===== src/rtl/two_level_tlb_lookup_unit_defines.svh =====
// Assertion macros shared by the two-level TLB lookup RTL.
// No dependencies; included by the modules that carry assertions.
`ifndef TWO_LEVEL_TLB_LOOKUP_UNIT_DEFINES_SVH
`define TWO_LEVEL_TLB_LOOKUP_UNIT_DEFINES_SVH
`ifndef SYNTHESIS
// Concurrent check, switched off while reset is asserted.
`define TLB2_ASSERT(lbl, clk, rstn, prop, msg) \
  lbl: assert property (@(posedge clk) disable iff (!rstn) prop) else $error(msg);
// Concurrent check that also holds during reset.
`define TLB2_ASSERT_ALWAYS(lbl, clk, prop, msg) \
  lbl: assert property (@(posedge clk) prop) else $error(msg);
`else
`define TLB2_ASSERT(lbl, clk, rstn, prop, msg)
`define TLB2_ASSERT_ALWAYS(lbl, clk, prop, msg)
`endif
`endif


===== src/rtl/tlb2_pkg.sv =====
// Package for the two-level TLB lookup unit: codes, field widths, defaults.
// No dependencies; used by tlb2_l1 and the top level of the block.
`default_nettype none

package tlb2_pkg;

  // Default sizes of the block
  localparam int unsigned L1_INDEX_BITS_DEF = 4;
  localparam int unsigned L2_INDEX_BITS_DEF = 6;
  localparam int unsigned VPN_BITS_DEF      = 36;
  localparam int unsigned PPN_BITS_DEF      = 20;

  // Fixed field widths
  localparam int unsigned OFFSET_BITS = 12;
  localparam int unsigned STATUS_BITS = 3;
  localparam int unsigned CMD_BITS    = 2;
  localparam int unsigned TARGET_BITS = 2;
  localparam int unsigned IN_USER_W   = CMD_BITS + 1 + TARGET_BITS;

  // Command carried with each input word
  typedef enum logic [CMD_BITS-1:0] {
    CMD_LOOKUP = 2'd0,
    CMD_FILL   = 2'd1,
    CMD_FLUSH  = 2'd2
  } cmd_e;

  // Which TLB a flush clears
  typedef enum logic [TARGET_BITS-1:0] {
    TGT_L1I = 2'd0,
    TGT_L1D = 2'd1,
    TGT_L2  = 2'd2
  } target_e;

  // Result status
  typedef enum logic [STATUS_BITS-1:0] {
    ST_L1_HIT  = 3'd0,
    ST_L2_HIT  = 3'd1,
    ST_WALK    = 3'd2,
    ST_FILLED  = 3'd3,
    ST_FAULT   = 3'd4,
    ST_FLUSHED = 3'd5
  } status_e;

  // Access kind
  localparam logic KIND_INSTR = 1'b0;
  localparam logic KIND_DATA  = 1'b1;

  // Update controls for one first-level TLB
  typedef struct packed {
    logic write;
    logic inval;
    logic flush;
  } l1_ctl_t;

endpackage

`default_nettype wire


===== src/rtl/tlb2_ram.sv =====
// Generic single-port-write, single-port-read RAM with registered read data.
// No dependencies; holds the tag and page of the second-level TLB.
`default_nettype none

module tlb2_ram #(
  parameter int unsigned WIDTH = 8,
  parameter int unsigned DEPTH = 64
) (
  input  wire logic                     clk_i,
  input  wire logic                     we_i,
  input  wire logic [$clog2(DEPTH)-1:0] waddr_i,
  input  wire logic [WIDTH-1:0]         wdata_i,
  input  wire logic                     re_i,
  input  wire logic [$clog2(DEPTH)-1:0] raddr_i,
  output logic      [WIDTH-1:0]         rdata_o
);

  logic [WIDTH-1:0] mem_q [DEPTH];
  logic [WIDTH-1:0] rdata_q;

  // Write port
  always_ff @(posedge clk_i) begin
    if (we_i) begin
      mem_q[waddr_i] <= wdata_i;
    end
  end

  // Registered read port; a read of the address written in the same cycle
  // returns the old contents.
  always_ff @(posedge clk_i) begin
    if (re_i) begin
      rdata_q <= mem_q[raddr_i];
    end
  end

  assign rdata_o = rdata_q;

endmodule

`default_nettype wire


===== src/rtl/tlb2_l1.sv =====
// One direct-mapped first-level TLB: valid bits, tags and pages in flops.
// Depends on tlb2_pkg for the update control struct.
`default_nettype none

module tlb2_l1 #(
  parameter int unsigned IDX_BITS  = 4,
  parameter int unsigned TAG_BITS  = 32,
  parameter int unsigned PAGE_BITS = 20
) (
  input  wire logic                  clk_i,
  input  wire logic                  rst_ni,
  input  wire tlb2_pkg::l1_ctl_t     ctl_i,
  input  wire logic [IDX_BITS-1:0]   idx_i,
  input  wire logic [TAG_BITS-1:0]   wtag_i,
  input  wire logic [PAGE_BITS-1:0]  wpage_i,
  output logic                       valid_o,
  output logic      [TAG_BITS-1:0]   tag_o,
  output logic      [PAGE_BITS-1:0]  page_o
);

  localparam int unsigned LINES = 1 << IDX_BITS;

  logic [LINES-1:0]     valid_q;
  logic [LINES-1:0]     valid_d;
  logic [TAG_BITS-1:0]  tag_q  [LINES];
  logic [PAGE_BITS-1:0] page_q [LINES];

  // Line read at the index of the current word
  assign valid_o = valid_q[idx_i];
  assign tag_o   = tag_q[idx_i];
  assign page_o  = page_q[idx_i];

  // Valid bits: flush clears all lines, a write sets one, an invalidate clears one.
  // An invalid line is never looked at, so flush leaves tag and page alone.
  always_comb begin
    valid_d = valid_q;
    priority if (ctl_i.flush) begin
      valid_d = '0;
    end else if (ctl_i.write) begin
      valid_d[idx_i] = 1'b1;
    end else if (ctl_i.inval) begin
      valid_d[idx_i] = 1'b0;
    end else begin
      valid_d = valid_q;
    end
  end

  always_ff @(posedge clk_i or negedge rst_ni) begin
    if (!rst_ni) begin
      valid_q <= '0;
    end else begin
      valid_q <= valid_d;
    end
  end

  // Line contents
  always_ff @(posedge clk_i) begin
    if (ctl_i.write && !ctl_i.flush) begin
      tag_q[idx_i]  <= wtag_i;
      page_q[idx_i] <= wpage_i;
    end
  end

endmodule

`default_nettype wire


===== src/rtl/two_level_tlb_lookup_unit.sv =====
// Top level of the two-level TLB lookup unit.
// Depends on tlb2_pkg, tlb2_l1, tlb2_ram and two_level_tlb_lookup_unit_defines.svh.
//
// Usage:
//   Command words enter on the s_axis channel: tuser carries the command, the
//   access kind and the flush target, tdata the virtual page, page offset,
//   walked page and walk fault. Each lookup, fill or flush returns one result
//   word on the m_axis channel with the status in tuser and the physical page
//   and offset in tdata. An unused command code is consumed with no result.
//   A word passes through the input register and then the output register.
//   One word per cycle is sustained while the receiver takes results; the pace
//   is set by the second-level TLB RAM, read as the word is accepted, and by the
//   first-level flops, read and written while the word is in the input register.
//   A RAM write that meets a read of the same line in the same cycle is forwarded.
//   Reset clears every valid bit, so all three TLBs come up empty, and both
//   channels come up empty. When the receiver stalls, the result holds in the
//   output register and one further word is taken into the input register;
//   after that s_axis_tready_o falls until the result is taken.
`default_nettype none
`include "two_level_tlb_lookup_unit_defines.svh"

module two_level_tlb_lookup_unit #(
  parameter int unsigned L1_INDEX_BITS = tlb2_pkg::L1_INDEX_BITS_DEF,
  parameter int unsigned L2_INDEX_BITS = tlb2_pkg::L2_INDEX_BITS_DEF,
  parameter int unsigned VPN_BITS      = tlb2_pkg::VPN_BITS_DEF,
  parameter int unsigned PPN_BITS      = tlb2_pkg::PPN_BITS_DEF,
  localparam int unsigned IN_BITS      = VPN_BITS + tlb2_pkg::OFFSET_BITS + PPN_BITS + 1,
  localparam int unsigned IN_TDATA_W   = ((IN_BITS + 7) / 8) * 8,
  localparam int unsigned OUT_BITS     = PPN_BITS + tlb2_pkg::OFFSET_BITS,
  localparam int unsigned OUT_TDATA_W  = ((OUT_BITS + 7) / 8) * 8
) (
  input  wire logic                             clk_i,
  input  wire logic                             rst_ni,
  // Command words
  input  wire logic                             s_axis_tvalid_i,
  output logic                                  s_axis_tready_o,
  // tdata, from bit 0: virtual_page, in_offset, walked_page, walk_fault, zero pad
  input  wire logic [IN_TDATA_W-1:0]            s_axis_tdata_i,
  // tuser, from bit 0: command, access_kind, flush_target
  input  wire logic [tlb2_pkg::IN_USER_W-1:0]   s_axis_tuser_i,
  // Result words
  output logic                                  m_axis_tvalid_o,
  input  wire logic                             m_axis_tready_i,
  // tdata, from bit 0: physical_page, out_offset, zero pad
  output logic      [OUT_TDATA_W-1:0]           m_axis_tdata_o,
  // tuser, from bit 0: status
  output logic      [tlb2_pkg::STATUS_BITS-1:0] m_axis_tuser_o
);

  localparam int unsigned OFF_BITS  = tlb2_pkg::OFFSET_BITS;
  localparam int unsigned L1_TAG_W  = VPN_BITS - L1_INDEX_BITS;
  localparam int unsigned L2_TAG_W  = VPN_BITS - L2_INDEX_BITS;
  localparam int unsigned L2_LINES  = 1 << L2_INDEX_BITS;
  localparam int unsigned L2_WORD_W = L2_TAG_W + PPN_BITS;

  // Input unpacking
  logic                      s_accept;
  logic [VPN_BITS-1:0]       in_vpn;
  logic [L2_INDEX_BITS-1:0]  in_i2;

  assign s_accept = s_axis_tvalid_i && s_axis_tready_o;
  assign in_vpn   = s_axis_tdata_i[VPN_BITS-1:0];
  assign in_i2    = in_vpn[L2_INDEX_BITS-1:0];

  // Input register
  logic                      s1_valid_q;
  tlb2_pkg::cmd_e            s1_cmd_q;
  logic                      s1_kind_q;
  tlb2_pkg::target_e         s1_target_q;
  logic [VPN_BITS-1:0]       s1_vpn_q;
  logic [OFF_BITS-1:0]       s1_off_q;
  logic [PPN_BITS-1:0]       s1_walked_q;
  logic                      s1_fault_q;
  logic                      s1_fwd_q;
  logic [L2_WORD_W-1:0]      s1_fwd_data_q;
  logic                      s1_fire;

  // Output register
  logic                      out_valid_q;
  tlb2_pkg::status_e         out_status_q;
  logic [PPN_BITS-1:0]       out_page_q;
  logic [OFF_BITS-1:0]       out_off_q;

  // Second-level TLB
  logic [L2_LINES-1:0]       l2_valid_q;
  logic [L2_LINES-1:0]       l2_valid_d;
  logic                      l2_we;
  logic                      l2_flush;
  logic [L2_WORD_W-1:0]      l2_wdata;
  logic [L2_WORD_W-1:0]      l2_rdata_ram;
  logic [L2_WORD_W-1:0]      l2_rdata;
  logic [L2_TAG_W-1:0]       l2_tag_rd;
  logic [PPN_BITS-1:0]       l2_page_rd;

  // First-level TLBs
  tlb2_pkg::l1_ctl_t         l1i_ctl;
  tlb2_pkg::l1_ctl_t         l1d_ctl;
  logic                      l1i_valid;
  logic                      l1d_valid;
  logic [L1_TAG_W-1:0]       l1i_tag;
  logic [L1_TAG_W-1:0]       l1d_tag;
  logic [PPN_BITS-1:0]       l1i_page;
  logic [PPN_BITS-1:0]       l1d_page;
  logic [PPN_BITS-1:0]       l1_wpage;

  // Fields of the word in the input register
  logic [L1_INDEX_BITS-1:0]  i1;
  logic [L1_TAG_W-1:0]       t1;
  logic [L2_INDEX_BITS-1:0]  i2;
  logic [L2_TAG_W-1:0]       t2;

  assign i1 = s1_vpn_q[L1_INDEX_BITS-1:0];
  assign t1 = s1_vpn_q[VPN_BITS-1:L1_INDEX_BITS];
  assign i2 = s1_vpn_q[L2_INDEX_BITS-1:0];
  assign t2 = s1_vpn_q[VPN_BITS-1:L2_INDEX_BITS];

  // Handshake: the input register moves on whenever the output register is free
  assign s1_fire         = s1_valid_q && (!out_valid_q || m_axis_tready_i);
  assign s_axis_tready_o = !s1_valid_q || s1_fire;

  // Input register control
  always_ff @(posedge clk_i or negedge rst_ni) begin
    if (!rst_ni) begin
      s1_valid_q <= 1'b0;
      s1_fwd_q   <= 1'b0;
    end else begin
      if (s_accept) begin
        s1_valid_q <= 1'b1;
        s1_fwd_q   <= l2_we && (in_i2 == i2);
      end else if (s1_fire) begin
        s1_valid_q <= 1'b0;
      end
    end
  end

  // Input register payload
  always_ff @(posedge clk_i) begin
    if (s_accept) begin
      s1_cmd_q      <= tlb2_pkg::cmd_e'(s_axis_tuser_i[tlb2_pkg::CMD_BITS-1:0]);
      s1_kind_q     <= s_axis_tuser_i[tlb2_pkg::CMD_BITS];
      s1_target_q   <= tlb2_pkg::target_e'(
                         s_axis_tuser_i[tlb2_pkg::CMD_BITS+1 +: tlb2_pkg::TARGET_BITS]);
      s1_vpn_q      <= in_vpn;
      s1_off_q      <= s_axis_tdata_i[VPN_BITS +: OFF_BITS];
      s1_walked_q   <= s_axis_tdata_i[VPN_BITS+OFF_BITS +: PPN_BITS];
      s1_fault_q    <= s_axis_tdata_i[VPN_BITS+OFF_BITS+PPN_BITS];
      s1_fwd_data_q <= l2_wdata;
    end
  end

  // Second-level tag and page store, read as the word is accepted
  tlb2_ram #(
    .WIDTH (L2_WORD_W),
    .DEPTH (L2_LINES)
  ) u_l2_ram (
    .clk_i   (clk_i),
    .we_i    (l2_we),
    .waddr_i (i2),
    .wdata_i (l2_wdata),
    .re_i    (s_accept),
    .raddr_i (in_i2),
    .rdata_o (l2_rdata_ram)
  );

  // A fill that wrote the line in the cycle of the read is forwarded
  assign l2_rdata   = s1_fwd_q ? s1_fwd_data_q : l2_rdata_ram;
  assign l2_tag_rd  = l2_rdata[L2_WORD_W-1:PPN_BITS];
  assign l2_page_rd = l2_rdata[PPN_BITS-1:0];
  assign l2_wdata   = {t2, s1_walked_q};

  // First-level TLBs
  tlb2_l1 #(
    .IDX_BITS  (L1_INDEX_BITS),
    .TAG_BITS  (L1_TAG_W),
    .PAGE_BITS (PPN_BITS)
  ) u_l1i (
    .clk_i   (clk_i),
    .rst_ni  (rst_ni),
    .ctl_i   (l1i_ctl),
    .idx_i   (i1),
    .wtag_i  (t1),
    .wpage_i (l1_wpage),
    .valid_o (l1i_valid),
    .tag_o   (l1i_tag),
    .page_o  (l1i_page)
  );

  tlb2_l1 #(
    .IDX_BITS  (L1_INDEX_BITS),
    .TAG_BITS  (L1_TAG_W),
    .PAGE_BITS (PPN_BITS)
  ) u_l1d (
    .clk_i   (clk_i),
    .rst_ni  (rst_ni),
    .ctl_i   (l1d_ctl),
    .idx_i   (i1),
    .wtag_i  (t1),
    .wpage_i (l1_wpage),
    .valid_o (l1d_valid),
    .tag_o   (l1d_tag),
    .page_o  (l1d_page)
  );

  // Lookup, fill and flush decision for the word in the input register
  logic                  own_valid;
  logic [L1_TAG_W-1:0]   own_tag;
  logic [PPN_BITS-1:0]   own_page;
  logic                  oth_valid;
  logic [L1_TAG_W-1:0]   oth_tag;
  logic                  l1_hit;
  logic                  l2_line_valid;
  logic                  l2_hit;
  logic                  evict_match;
  logic                  own_write;
  logic                  oth_inval;
  logic                  res_valid;
  tlb2_pkg::status_e     res_status;
  logic [PPN_BITS-1:0]   res_page;
  logic [OFF_BITS-1:0]   res_off;

  assign own_valid     = (s1_kind_q == tlb2_pkg::KIND_DATA) ? l1d_valid : l1i_valid;
  assign own_tag       = (s1_kind_q == tlb2_pkg::KIND_DATA) ? l1d_tag   : l1i_tag;
  assign own_page      = (s1_kind_q == tlb2_pkg::KIND_DATA) ? l1d_page  : l1i_page;
  assign oth_valid     = (s1_kind_q == tlb2_pkg::KIND_DATA) ? l1i_valid : l1d_valid;
  assign oth_tag       = (s1_kind_q == tlb2_pkg::KIND_DATA) ? l1i_tag   : l1d_tag;
  assign l1_hit        = own_valid && (own_tag == t1);
  assign l2_line_valid = l2_valid_q[i2];
  assign l2_hit        = l2_line_valid && (l2_tag_rd == t2);
  // The other first-level line holds the very page the fill evicts
  assign evict_match   = l2_line_valid && oth_valid && ({oth_tag, i1} == {l2_tag_rd, i2});

  always_comb begin
    res_valid  = 1'b0;
    res_status = tlb2_pkg::ST_WALK;
    res_page   = '0;
    res_off    = '0;
    own_write  = 1'b0;
    oth_inval  = 1'b0;
    l2_we      = 1'b0;
    l2_flush   = 1'b0;
    l1_wpage   = s1_walked_q;
    l1i_ctl    = '0;
    l1d_ctl    = '0;
    if (s1_fire) begin
      unique case (s1_cmd_q)
        tlb2_pkg::CMD_LOOKUP: begin
          res_valid = 1'b1;
          if (l1_hit) begin
            res_status = tlb2_pkg::ST_L1_HIT;
            res_page   = own_page;
            res_off    = s1_off_q;
          end else if (l2_hit) begin
            res_status = tlb2_pkg::ST_L2_HIT;
            res_page   = l2_page_rd;
            res_off    = s1_off_q;
            own_write  = 1'b1;
            l1_wpage   = l2_page_rd;
          end
        end
        tlb2_pkg::CMD_FILL: begin
          res_valid = 1'b1;
          if (s1_fault_q) begin
            res_status = tlb2_pkg::ST_FAULT;
          end else begin
            res_status = tlb2_pkg::ST_FILLED;
            res_page   = s1_walked_q;
            res_off    = s1_off_q;
            own_write  = 1'b1;
            oth_inval  = evict_match;
            l2_we      = 1'b1;
          end
        end
        tlb2_pkg::CMD_FLUSH: begin
          res_valid  = 1'b1;
          res_status = tlb2_pkg::ST_FLUSHED;
          unique case (s1_target_q)
            tlb2_pkg::TGT_L1I: l1i_ctl.flush = 1'b1;
            tlb2_pkg::TGT_L1D: l1d_ctl.flush = 1'b1;
            tlb2_pkg::TGT_L2:  l2_flush      = 1'b1;
            default: ;
          endcase
        end
        default: ;
      endcase
      if (s1_kind_q == tlb2_pkg::KIND_DATA) begin
        l1d_ctl.write = own_write;
        l1i_ctl.inval = oth_inval;
      end else begin
        l1i_ctl.write = own_write;
        l1d_ctl.inval = oth_inval;
      end
    end
  end

  // Second-level valid bits
  always_comb begin
    l2_valid_d = l2_valid_q;
    priority if (l2_flush) begin
      l2_valid_d = '0;
    end else if (l2_we) begin
      l2_valid_d[i2] = 1'b1;
    end else begin
      l2_valid_d = l2_valid_q;
    end
  end

  always_ff @(posedge clk_i or negedge rst_ni) begin
    if (!rst_ni) begin
      l2_valid_q <= '0;
    end else begin
      l2_valid_q <= l2_valid_d;
    end
  end

  // Output register
  always_ff @(posedge clk_i or negedge rst_ni) begin
    if (!rst_ni) begin
      out_valid_q <= 1'b0;
    end else begin
      if (s1_fire && res_valid) begin
        out_valid_q <= 1'b1;
      end else if (m_axis_tready_i) begin
        out_valid_q <= 1'b0;
      end
    end
  end

  always_ff @(posedge clk_i) begin
    if (s1_fire && res_valid) begin
      out_status_q <= res_status;
      out_page_q   <= res_page;
      out_off_q    <= res_off;
    end
  end

  assign m_axis_tvalid_o = out_valid_q;
  assign m_axis_tuser_o  = out_status_q;
  assign m_axis_tdata_o  = OUT_TDATA_W'({out_off_q, out_page_q});

  // Checks
  `TLB2_ASSERT(a_ready_only_blocked_by_word, clk_i, rst_ni, !s_axis_tready_o |-> s1_valid_q, "input stalled with an empty input register")
  `TLB2_ASSERT(a_no_translation_zero, clk_i, rst_ni, out_valid_q && (out_status_q == tlb2_pkg::ST_WALK || out_status_q == tlb2_pkg::ST_FAULT || out_status_q == tlb2_pkg::ST_FLUSHED) |-> out_page_q == '0 && out_off_q == '0, "result without translation carries a page or offset")
  `TLB2_ASSERT(a_result_from_word, clk_i, rst_ni, $rose(out_valid_q) |-> $past(s1_valid_q), "result appeared without a word in the input register")
  `TLB2_ASSERT(a_fill_sets_l2_valid, clk_i, rst_ni, l2_we |=> l2_valid_q[$past(i2)], "second-level line not valid after a fill")
  `TLB2_ASSERT_ALWAYS(a_reset_empty, clk_i, !rst_ni |-> !out_valid_q && !s1_valid_q, "pipeline not empty during reset")

endmodule

`default_nettype wire


===== config.mk =====
export PLATFORM = sky130hd
export DESIGN_NAME = two_level_tlb_lookup_unit
export DESIGN_NICKNAME = d
export VERILOG_FILES = /design/src/rtl/tlb2_pkg.sv /design/src/rtl/tlb2_ram.sv /design/src/rtl/tlb2_l1.sv /design/src/rtl/two_level_tlb_lookup_unit.sv
export VERILOG_INCLUDE_DIRS = /design/src /design/src/rtl
export SDC_FILE = /design/constraint.sdc
export NUM_CORES = 2
export LEC_CHECK = 0
export BUFFER_PORTS_ARGS = -buffer_cell sky130_fd_sc_hd__buf_4
export CAP_MARGIN = 20
export CORE_ASPECT_RATIO = 1.75
export CORE_MARGIN = 8
export CORE_UTILIZATION = 62
export CTS_BUF_LIST = sky130_fd_sc_hd__clkbuf_8
export DETAILED_ROUTE_END_ITERATION = 12
export PLACE_DENSITY = 0.76
export REMOVE_ABC_BUFFERS = 1
export SYNTH_ARGS = -nofsm -noshare
export SYNTH_HDL_FRONTEND = slang
export SYNTH_HIERARCHICAL = 1
export SYNTH_MEMORY_MAX_BITS = 65536
export SYNTH_SLANG_ARGS = --single-unit

===== constraint.sdc =====
create_clock -name clk_i -period 8.7 [get_ports clk_i]
set_clock_uncertainty 0.2 [all_clocks]
set_input_delay 0.435 -clock clk_i [delete_from_list [all_inputs] [get_ports clk_i]]
set_output_delay 0.435 -clock clk_i [all_outputs]
set_load 0.02 [all_outputs]

=== Word-level counts from Yosys, hierarchy flattened ===
Memory sizes are Yosys's and may differ from the RTL's. A register that Yosys moved wholly into a read port is not among the register bits.
Index checks and enable logic that the tools add are counted.

* Flip-flop bits (word level): 258
* Memory bits (writable): 4864
* Input port bits: 81
* Output and inout bits: 37
* Memories kept: 5

{| class="wikitable"
|+ Memory list
! name !! depth !! width !! rd ports !! clocked after memory_dff !! wr ports !! RTL line !! RTL
|-
| u_l2_ram.mem_q || 64 || 50 || 1 || 1 || 1 || tlb2_ram.sv:18 || <nowiki>logic [WIDTH-1:0] mem_q [DEPTH];</nowiki>
|-
| u_l1d.tag_q || 16 || 32 || 1 || 1 || 1 || tlb2_l1.sv:25 || <nowiki>logic [TAG_BITS-1:0] tag_q [LINES];</nowiki>
|-
| u_l1i.tag_q || 16 || 32 || 1 || 1 || 1 || tlb2_l1.sv:25 ||
|-
| u_l1d.page_q || 16 || 20 || 1 || 1 || 1 || tlb2_l1.sv:26 || <nowiki>logic [PAGE_BITS-1:0] page_q [LINES];</nowiki>
|-
| u_l1i.page_q || 16 || 20 || 1 || 1 || 1 || tlb2_l1.sv:26 ||
|}

* Magnitude comparators: 4
* Equal/unequal tests: 8
* Muxes and demuxes: 77
* Bitwise logic cells: 6
* Reductions and logical operators: 26

{| class="wikitable"
|+ Operators with widths
! cell !! count
|-
| $mux W20 || 8
|-
| $mux W64 || 2
|-
| $mux W16 || 6
|-
| $eq A32 B32 Y1 || 2
|-
| $mux W32 || 2
|-
| $or A64 B64 Y64 || 1
|-
| $mux W50 || 1
|-
| $pmux W20 S2 || 1
|-
| $mux W1 || 37
|-
| $mux W12 || 3
|-
| $and A16 B16 Y16 || 2
|-
| $or A16 B16 Y16 || 2
|-
| $eq A30 B30 Y1 || 1
|-
| $pmux W12 S2 || 1
|-
| $mux W4 || 4
|-
| $not A16 Y16 || 1
|-
| $logic_and A1 B1 Y1 || 12
|-
| $mux W3 || 3
|-
| $pmux W3 S3 || 1
|-
| $bmux W1 S4 || 2
|-
| $lt A6 B7 Y1 const B || 1
|-
| $bmux W1 S6 || 1
|-
| $demux W1 S6 || 1
|-
| $eq A6 B6 Y1 || 1
|-
| other kinds (14) || 25
|}

=== Depth between registers and ports, before layout ===
* Word-level depth: 13
* Mapped depth: 17
* Gate-level depth less buffers: 13

=== Cells and area by module ===
Netlist, hierarchy kept.

{| class="wikitable"
|+ Modules (own cells, without submodules)
! module !! instances !! cells each !! area each (sq um) !! seq. area each (sq um)
|-
| tlb2_ram || 1 || 5457 || 123450.9 || 97593.6
|-
| tlb2_l1 || 2 || 1369 || 31986.9 || 25384.3
|-
| two_level_tlb_lookup_unit || 1 || 940 || 11489.8 || 6451.2
|}

=== Least setup slack after synthesis ===
Ideal clock, no wire load.

* Path kind: register to register
* Start point: register s1_vpn_q[0]
* End point: memory u_l1i.page_q[10][0] (enable)
* Library setup time: 0.462 ns
* Data arrival time: 5.539 ns
* Path slack: 2.499 ns
* Cell stages (with the launch flop): 17
* Buffers on the path: 3
* Period minus slack after synthesis: 6.201 ns
* Cells stage by stage: edfxtp_1 > buf_6 > buf_6 > buf_6 > mux4_2 > a22oi_1 > nand2_1 > mux2i_1 > xor2_1 > o2111ai_1 > or3_1 > or3_1 > a41oi_1 > nor3_1 > nor2b_1 > nand3b_1 > nor2_1

{| class="wikitable"
|+ RTL lines
! what !! RTL line !! RTL
|-
| start: declaration || two_level_tlb_lookup_unit.sv:70 || <nowiki>logic [VPN_BITS-1:0] s1_vpn_q;</nowiki>
|-
| start signal: assignment || two_level_tlb_lookup_unit.sv:143 || <nowiki>s1_vpn_q <= in_vpn;</nowiki>
|-
| end: declaration || tlb2_l1.sv:26 ||
|}

==> metrics.txt <==
# TYPE chip_impl_metric gauge
chip_impl_metric{name="dr.first_iter.drc_count",unit=""} 12930
chip_impl_info{name="cp_endpoint_kind",value="register"} 1
chip_impl_info{name="capturing_element_of_the_worst_setup_path",value="u_l1d/tag_q[2][24]$_DFFE_PP_"} 1
chip_impl_metric{name="power.share.switching",unit="%"} 22.69
chip_impl_metric{name="area.growth.synth_to_final",unit="%"} 11.03
chip_impl_metric{name="seq_power_share",unit="%"} 58.2
chip_impl_metric{name="antenna_violations_before_repair",unit=""} 17
chip_impl_metric{name="first_pass_grt_wire_length",unit="um"} 730000
chip_impl_metric{name="cts_buffers",unit=""} 675
chip_impl_metric{name="timing.critical_path.required",unit="ns"} 9.20
chip_impl_metric{name="post_cts_buffers",unit=""} 0
chip_impl_metric{name="nets",unit=""} 10010
chip_impl_metric{name="floorplan.rows",unit=""} 275
chip_impl_metric{name="overall_die_width",unit="um"} 444.2
chip_impl_metric{name="net-switching-power",unit="mW"} 10.81
chip_impl_metric{name="synth_cell_type_count",unit=""} 67
chip_impl_metric{name="fin_cells",unit=""} 14620
chip_impl_info{name="worst_path_most_repeated_cell",value="sky130_fd_sc_hd__buf_4"} 1
chip_impl_metric{name="tns",unit="ns"} 0
chip_impl_metric{name="clkSlewWorstSetupHoldPaths",unit="ns"} 0.07
chip_impl_metric{name="pwr-share-clk",unit="%"} 35.4
chip_impl_metric{name="number_of_synthesis_warnings",unit=""} 6
chip_impl_metric{name="detail_route.vias_per_cell",unit=""} 6.971
chip_impl_metric{name="maximum_buffer_depth_of_the_clock_tree",unit=""} 4
chip_impl_info{name="start_kind",value="register"} 1
chip_impl_metric{name="worstPathMaxFanout",unit=""} 44
chip_impl_metric{name="pre_antenna_drt_iters",unit=""} 7
chip_impl_metric{name="grt_start_max_net_pins",unit=""} 110
chip_impl_metric{name="max_slew_margin_vs_limit",unit="%"} 10.53
chip_impl_metric{name="post_cts_hold_buffer_count",unit=""} 147
chip_impl_info{name="critical-path-slowest-cell",value="sky130_fd_sc_hd__edfxtp_1"} 1
chip_impl_info{name="layout_commonest_cell",value="sky130_fd_sc_hd__edfxtp_1"} 1
chip_impl_metric{name="post-route-drc-count",unit=""} 0
chip_impl_metric{name="p_comb_share",unit="%"} 6.4
chip_impl_info{name="clk_root_buffer_cell",value="sky130_fd_sc_hd__clkbuf_8"} 1
chip_impl_metric{name="initial_utilization",unit="%"} 62.16
chip_impl_metric{name="worst-endpoint-arrival",unit="ns"} 8.28
chip_impl_metric{name="worst-r2r-setup-slack",unit="ns"} 0.92
chip_impl_metric{name="slew_viol_final",unit=""} 0
chip_impl_info{name="reg2reg_to",value="u_l1d/tag_q[2][24]$_DFFE_PP_"} 1
chip_impl_metric{name="static-leakage-power",unit="nW"} 70.45
chip_impl_metric{name="critPathMaxStageDelay",unit="ns"} 1.10
chip_impl_metric{name="reg2regPathDepth",unit=""} 15
chip_impl_metric{name="syn_area",unit="um2"} 198900
chip_impl_metric{name="top_level_ports",unit=""} 118
chip_impl_info{name="failed_checks",value="antenna violations"} 1
chip_impl_metric{name="tmin_final",unit="ns"} 7.783
chip_impl_metric{name="critical_path_buf_inv_count",unit=""} 2
chip_impl_metric{name="fp.coreArea",unit="um2"} 320000
chip_impl_info{name="grt_setup_unrepaired",value="no"} 1
chip_impl_metric{name="worstSkewPairLatency",unit="ns"} 1.13
chip_impl_info{name="path_cells",value="buf_4, mux4_2, a22oi_1, nand2_1, mux2i_1, xnor2_1, nor3_1, nand3_1, or3_1, a41oi_1, nor2_1, nor2b_1, nand3b_1, nor2_4, buf_4"} 1
chip_impl_info{name="status",value="finished with violations"} 1
chip_impl_metric{name="power.internal",unit="mW"} 36.83
chip_impl_metric{name="post_synthesis_area_per_instance",unit="um2"} 21.77
chip_impl_metric{name="path_depth",unit=""} 15
chip_impl_metric{name="design.die.area",unit="um2"} 339900
chip_impl_info{name="layout_common_cells",value="sky130_fd_sc_hd__edfxtp_1 (5,073), sky130_fd_sc_hd__mux4_2 (1,115), sky130_fd_sc_hd__clkbuf_8 (694)"} 1
chip_impl_metric{name="worst_slew_pin_slew",unit="ns"} 1.330
chip_impl_metric{name="placedInstanceArea",unit="um2"} 206900
chip_impl_metric{name="fmax",unit="MHz"} 128.5
chip_impl_info{name="synth_flop_cell",value="sky130_fd_sc_hd__edfxtp_1"} 1
chip_impl_metric{name="power-per-cell-area",unit="nW/um2"} 215.7
chip_impl_metric{name="cts.repair.resized",unit=""} 0
chip_impl_metric{name="final_layout_size_suffix_gt1_share",unit="%"} 26.12
chip_impl_metric{name="grt_pass1_vias",unit=""} 104000
chip_impl_metric{name="die_span_y",unit="um"} 765.3
chip_impl_metric{name="grt_remaining_overflow",unit=""} 0
chip_impl_metric{name="number_of_synthesized_register_bits",unit=""} 5172
chip_impl_info{name="min_path_type",value="input pin to register"} 1
chip_impl_metric{name="synth_enable_flop_cells",unit=""} 5073
chip_impl_metric{name="final.fill_count",unit=""} 18680
chip_impl_metric{name="final_hold_fails",unit=""} 0
chip_impl_metric{name="vdd_drop_max",unit="uV"} 154.1
chip_impl_metric{name="ant_nets",unit=""} 1
chip_impl_metric{name="globalplace.congestion",unit=""} 0.9036
chip_impl_metric{name="place.detailed.instances",unit=""} 13250
chip_impl_info{name="critical-path-top-delay-family",value="simple AND/OR/NAND/NOR gates"} 1
chip_impl_metric{name="cts_max_level",unit=""} 6
chip_impl_metric{name="cts_num_sinks",unit=""} 5172
chip_impl_metric{name="finish.instance_area",unit="um2"} 220800
chip_impl_metric{name="wirelength_per_cell",unit="um"} 35.40
chip_impl_metric{name="io_buffers",unit=""} 114
chip_impl_info{name="tritoncts_clock_tree",value="built"} 1
chip_impl_metric{name="routed-via-count",unit=""} 101900
chip_impl_metric{name="number_of_cells_produced_by_synthesis",unit=""} 9135
chip_impl_metric{name="cap_violations",unit=""} 0
chip_impl_metric{name="finalSetupViolations",unit=""} 0
chip_impl_metric{name="post-dp-hpwl",unit="um"} 299300
chip_impl_info{name="r2r_startpoint",value="s1_vpn_q[1]$_DFFE_PP_"} 1
chip_impl_metric{name="wirelength",unit="um"} 517600
chip_impl_metric{name="final_critical_path_share_of_the_clock_period",unit="%"} 89.46
chip_impl_metric{name="ys_seq_area_share",unit="%"} 77.83
chip_impl_info{name="worst_setup_sp",value="s1_vpn_q[1]$_DFFE_PP_"} 1
chip_impl_metric{name="groute.usage.overall",unit="%"} 29.95
chip_impl_info{name="worstSetupPathType",value="register to register"} 1
chip_impl_metric{name="post-layout-total-power",unit="mW"} 47.64
chip_impl_metric{name="synth-async-reset-ratio",unit="%"} 1.914
-- layer usage --
layer | GRT usage (%) | share of wire [%] | vias up
met5 | 0 | 0.0033 | -
met4 | 17.49 | 7.3 | 2
met3 | 5.019 | 9.5 | 1583
met2 | 52.22 | 51 | 6950
met1 | 35.34 | 32 | 53150
li1 | - | - | 40220
-- synth_stat cells (34+ instances only) --
cell | count | area [um2]
sky130_fd_sc_hd__nand4_1 | 78 | 488.0
sky130_fd_sc_hd__dfrtp_1 | 99 | 2477
sky130_fd_sc_hd__a221o_1 | 36 | 360.4
sky130_fd_sc_hd__buf_2 | 111 | 555.5
sky130_fd_sc_hd__a22oi_1 | 296 | 2222
sky130_fd_sc_hd__o22ai_1 | 153 | 957.2
sky130_fd_sc_hd__mux2i_1 | 370 | 3704
sky130_fd_sc_hd__o221ai_1 | 55 | 481.7
sky130_fd_sc_hd__edfxtp_1 | 5073 | 152300
sky130_fd_sc_hd__mux2_2 | 89 | 1002
sky130_fd_sc_hd__xnor2_1 | 74 | 648.1
sky130_fd_sc_hd__nand2_1 | 232 | 870.8
sky130_fd_sc_hd__clkbuf_1 | 269 | 1010
sky130_fd_sc_hd__inv_1 | 37 | 138.9
sky130_fd_sc_hd__nor2b_1 | 38 | 237.7
sky130_fd_sc_hd__a211oi_1 | 34 | 255.2
sky130_fd_sc_hd__nor2_1 | 221 | 829.6
sky130_fd_sc_hd__mux4_2 | 1115 | 25110
sky130_fd_sc_hd__buf_4 | 51 | 382.9
sky130_fd_sc_hd__a21oi_1 | 94 | 470.5
sky130_fd_sc_hd__nand3_1 | 119 | 595.6
sky130_fd_sc_hd__buf_1 | 43 | 161.4
sky130_fd_sc_hd__buf_6 | 54 | 608.1
-- cell type report --
type                       count  area, um2  share of cell area (%)
sequential                  5172     154800                   70.10
multi-input combinational   3393      42140                   19.08
clock buffer                 694       9552                   4.325
timing repair buffer         645       6125                   2.773
tap                         4155       5199                   2.354
clock inverter               507       2838                   1.285
inverter                      37      138.9                 0.06289
antenna                       17      42.54                 0.01926
-- flip-flops by register name, indices dropped and copies added (netlist names), 50 cells and up --
signal and cells:
s1_fwd_data_q 50, u_l1d/page_q 320, l2_valid_q 64, u_l2_ram/rdata_o 50, u_l1i/tag_q 512, u_l1i/page_q 320, u_l1d/tag_q 512, u_l2_ram/mem_q 3200
-- power groups by stage --
stage | combinational (mW) | clock, mW | sequential (mW)
2_1_floorplan | 1.60 | 0 | 28.5
3_3_place_gp | 2.87 | 0 | 28.2
3_5_place_dp | 2.96 | 0 | 28.2
4_1_cts | 3.01 | 17.1 | 27.7
5_1_grt | 3.16 | 18.1 | 27.7
6_report | 3.05 | 16.9 | 27.7
-- stage by stage --
step / hold WS, ns / setup slack (ns) / utilization (%)
CTS: 0.04166 / 1.106 / 69.00
detailed placement: 0.2800 / 1.172 / 64.66
finish: 0.1823 / 0.9168 / 69.02
global placement: 0.2683 / 1.157 / 64.66
floorplan: -0.06059 / -15.63 / -
global route: 0.1420 / 0.9530 / 69.01
-- worst min path at each step --
stage	from	slack, ns	depth (start not counted)	to
final	s_axis_tdata_i[5]	0.18	2	s1_vpn_q[5]$_DFFE_PP_
after global routing	s_axis_tdata_i[5]	0.14	2	s1_vpn_q[5]$_DFFE_PP_
after CTS	s_axis_tdata_i[1]	0.04	5	u_l2_ram/rdata_o[17]$_DFFE_PP_
after detailed placement	rst_ni	0.28	1	l2_valid_q[10]$_DFFE_PN0P_
after global placement	rst_ni	0.27	1	l2_valid_q[9]$_DFFE_PN0P_
after floorplan	rst_ni	-0.06	0	l2_valid_q[0]$_DFFE_PN0P_
-- cells by family after synthesis --
logic type | count (synthesis) | share of synthesized area, %
xor+xnor | 99 | 0.4359
buf+inv | 570 | 1.476
compound gates | 865 | 3.155
mux | 1590 | 15.08
simple gates | 839 | 2.023
flops | 5172 | 77.83
(Power assumes the default switching activity.)
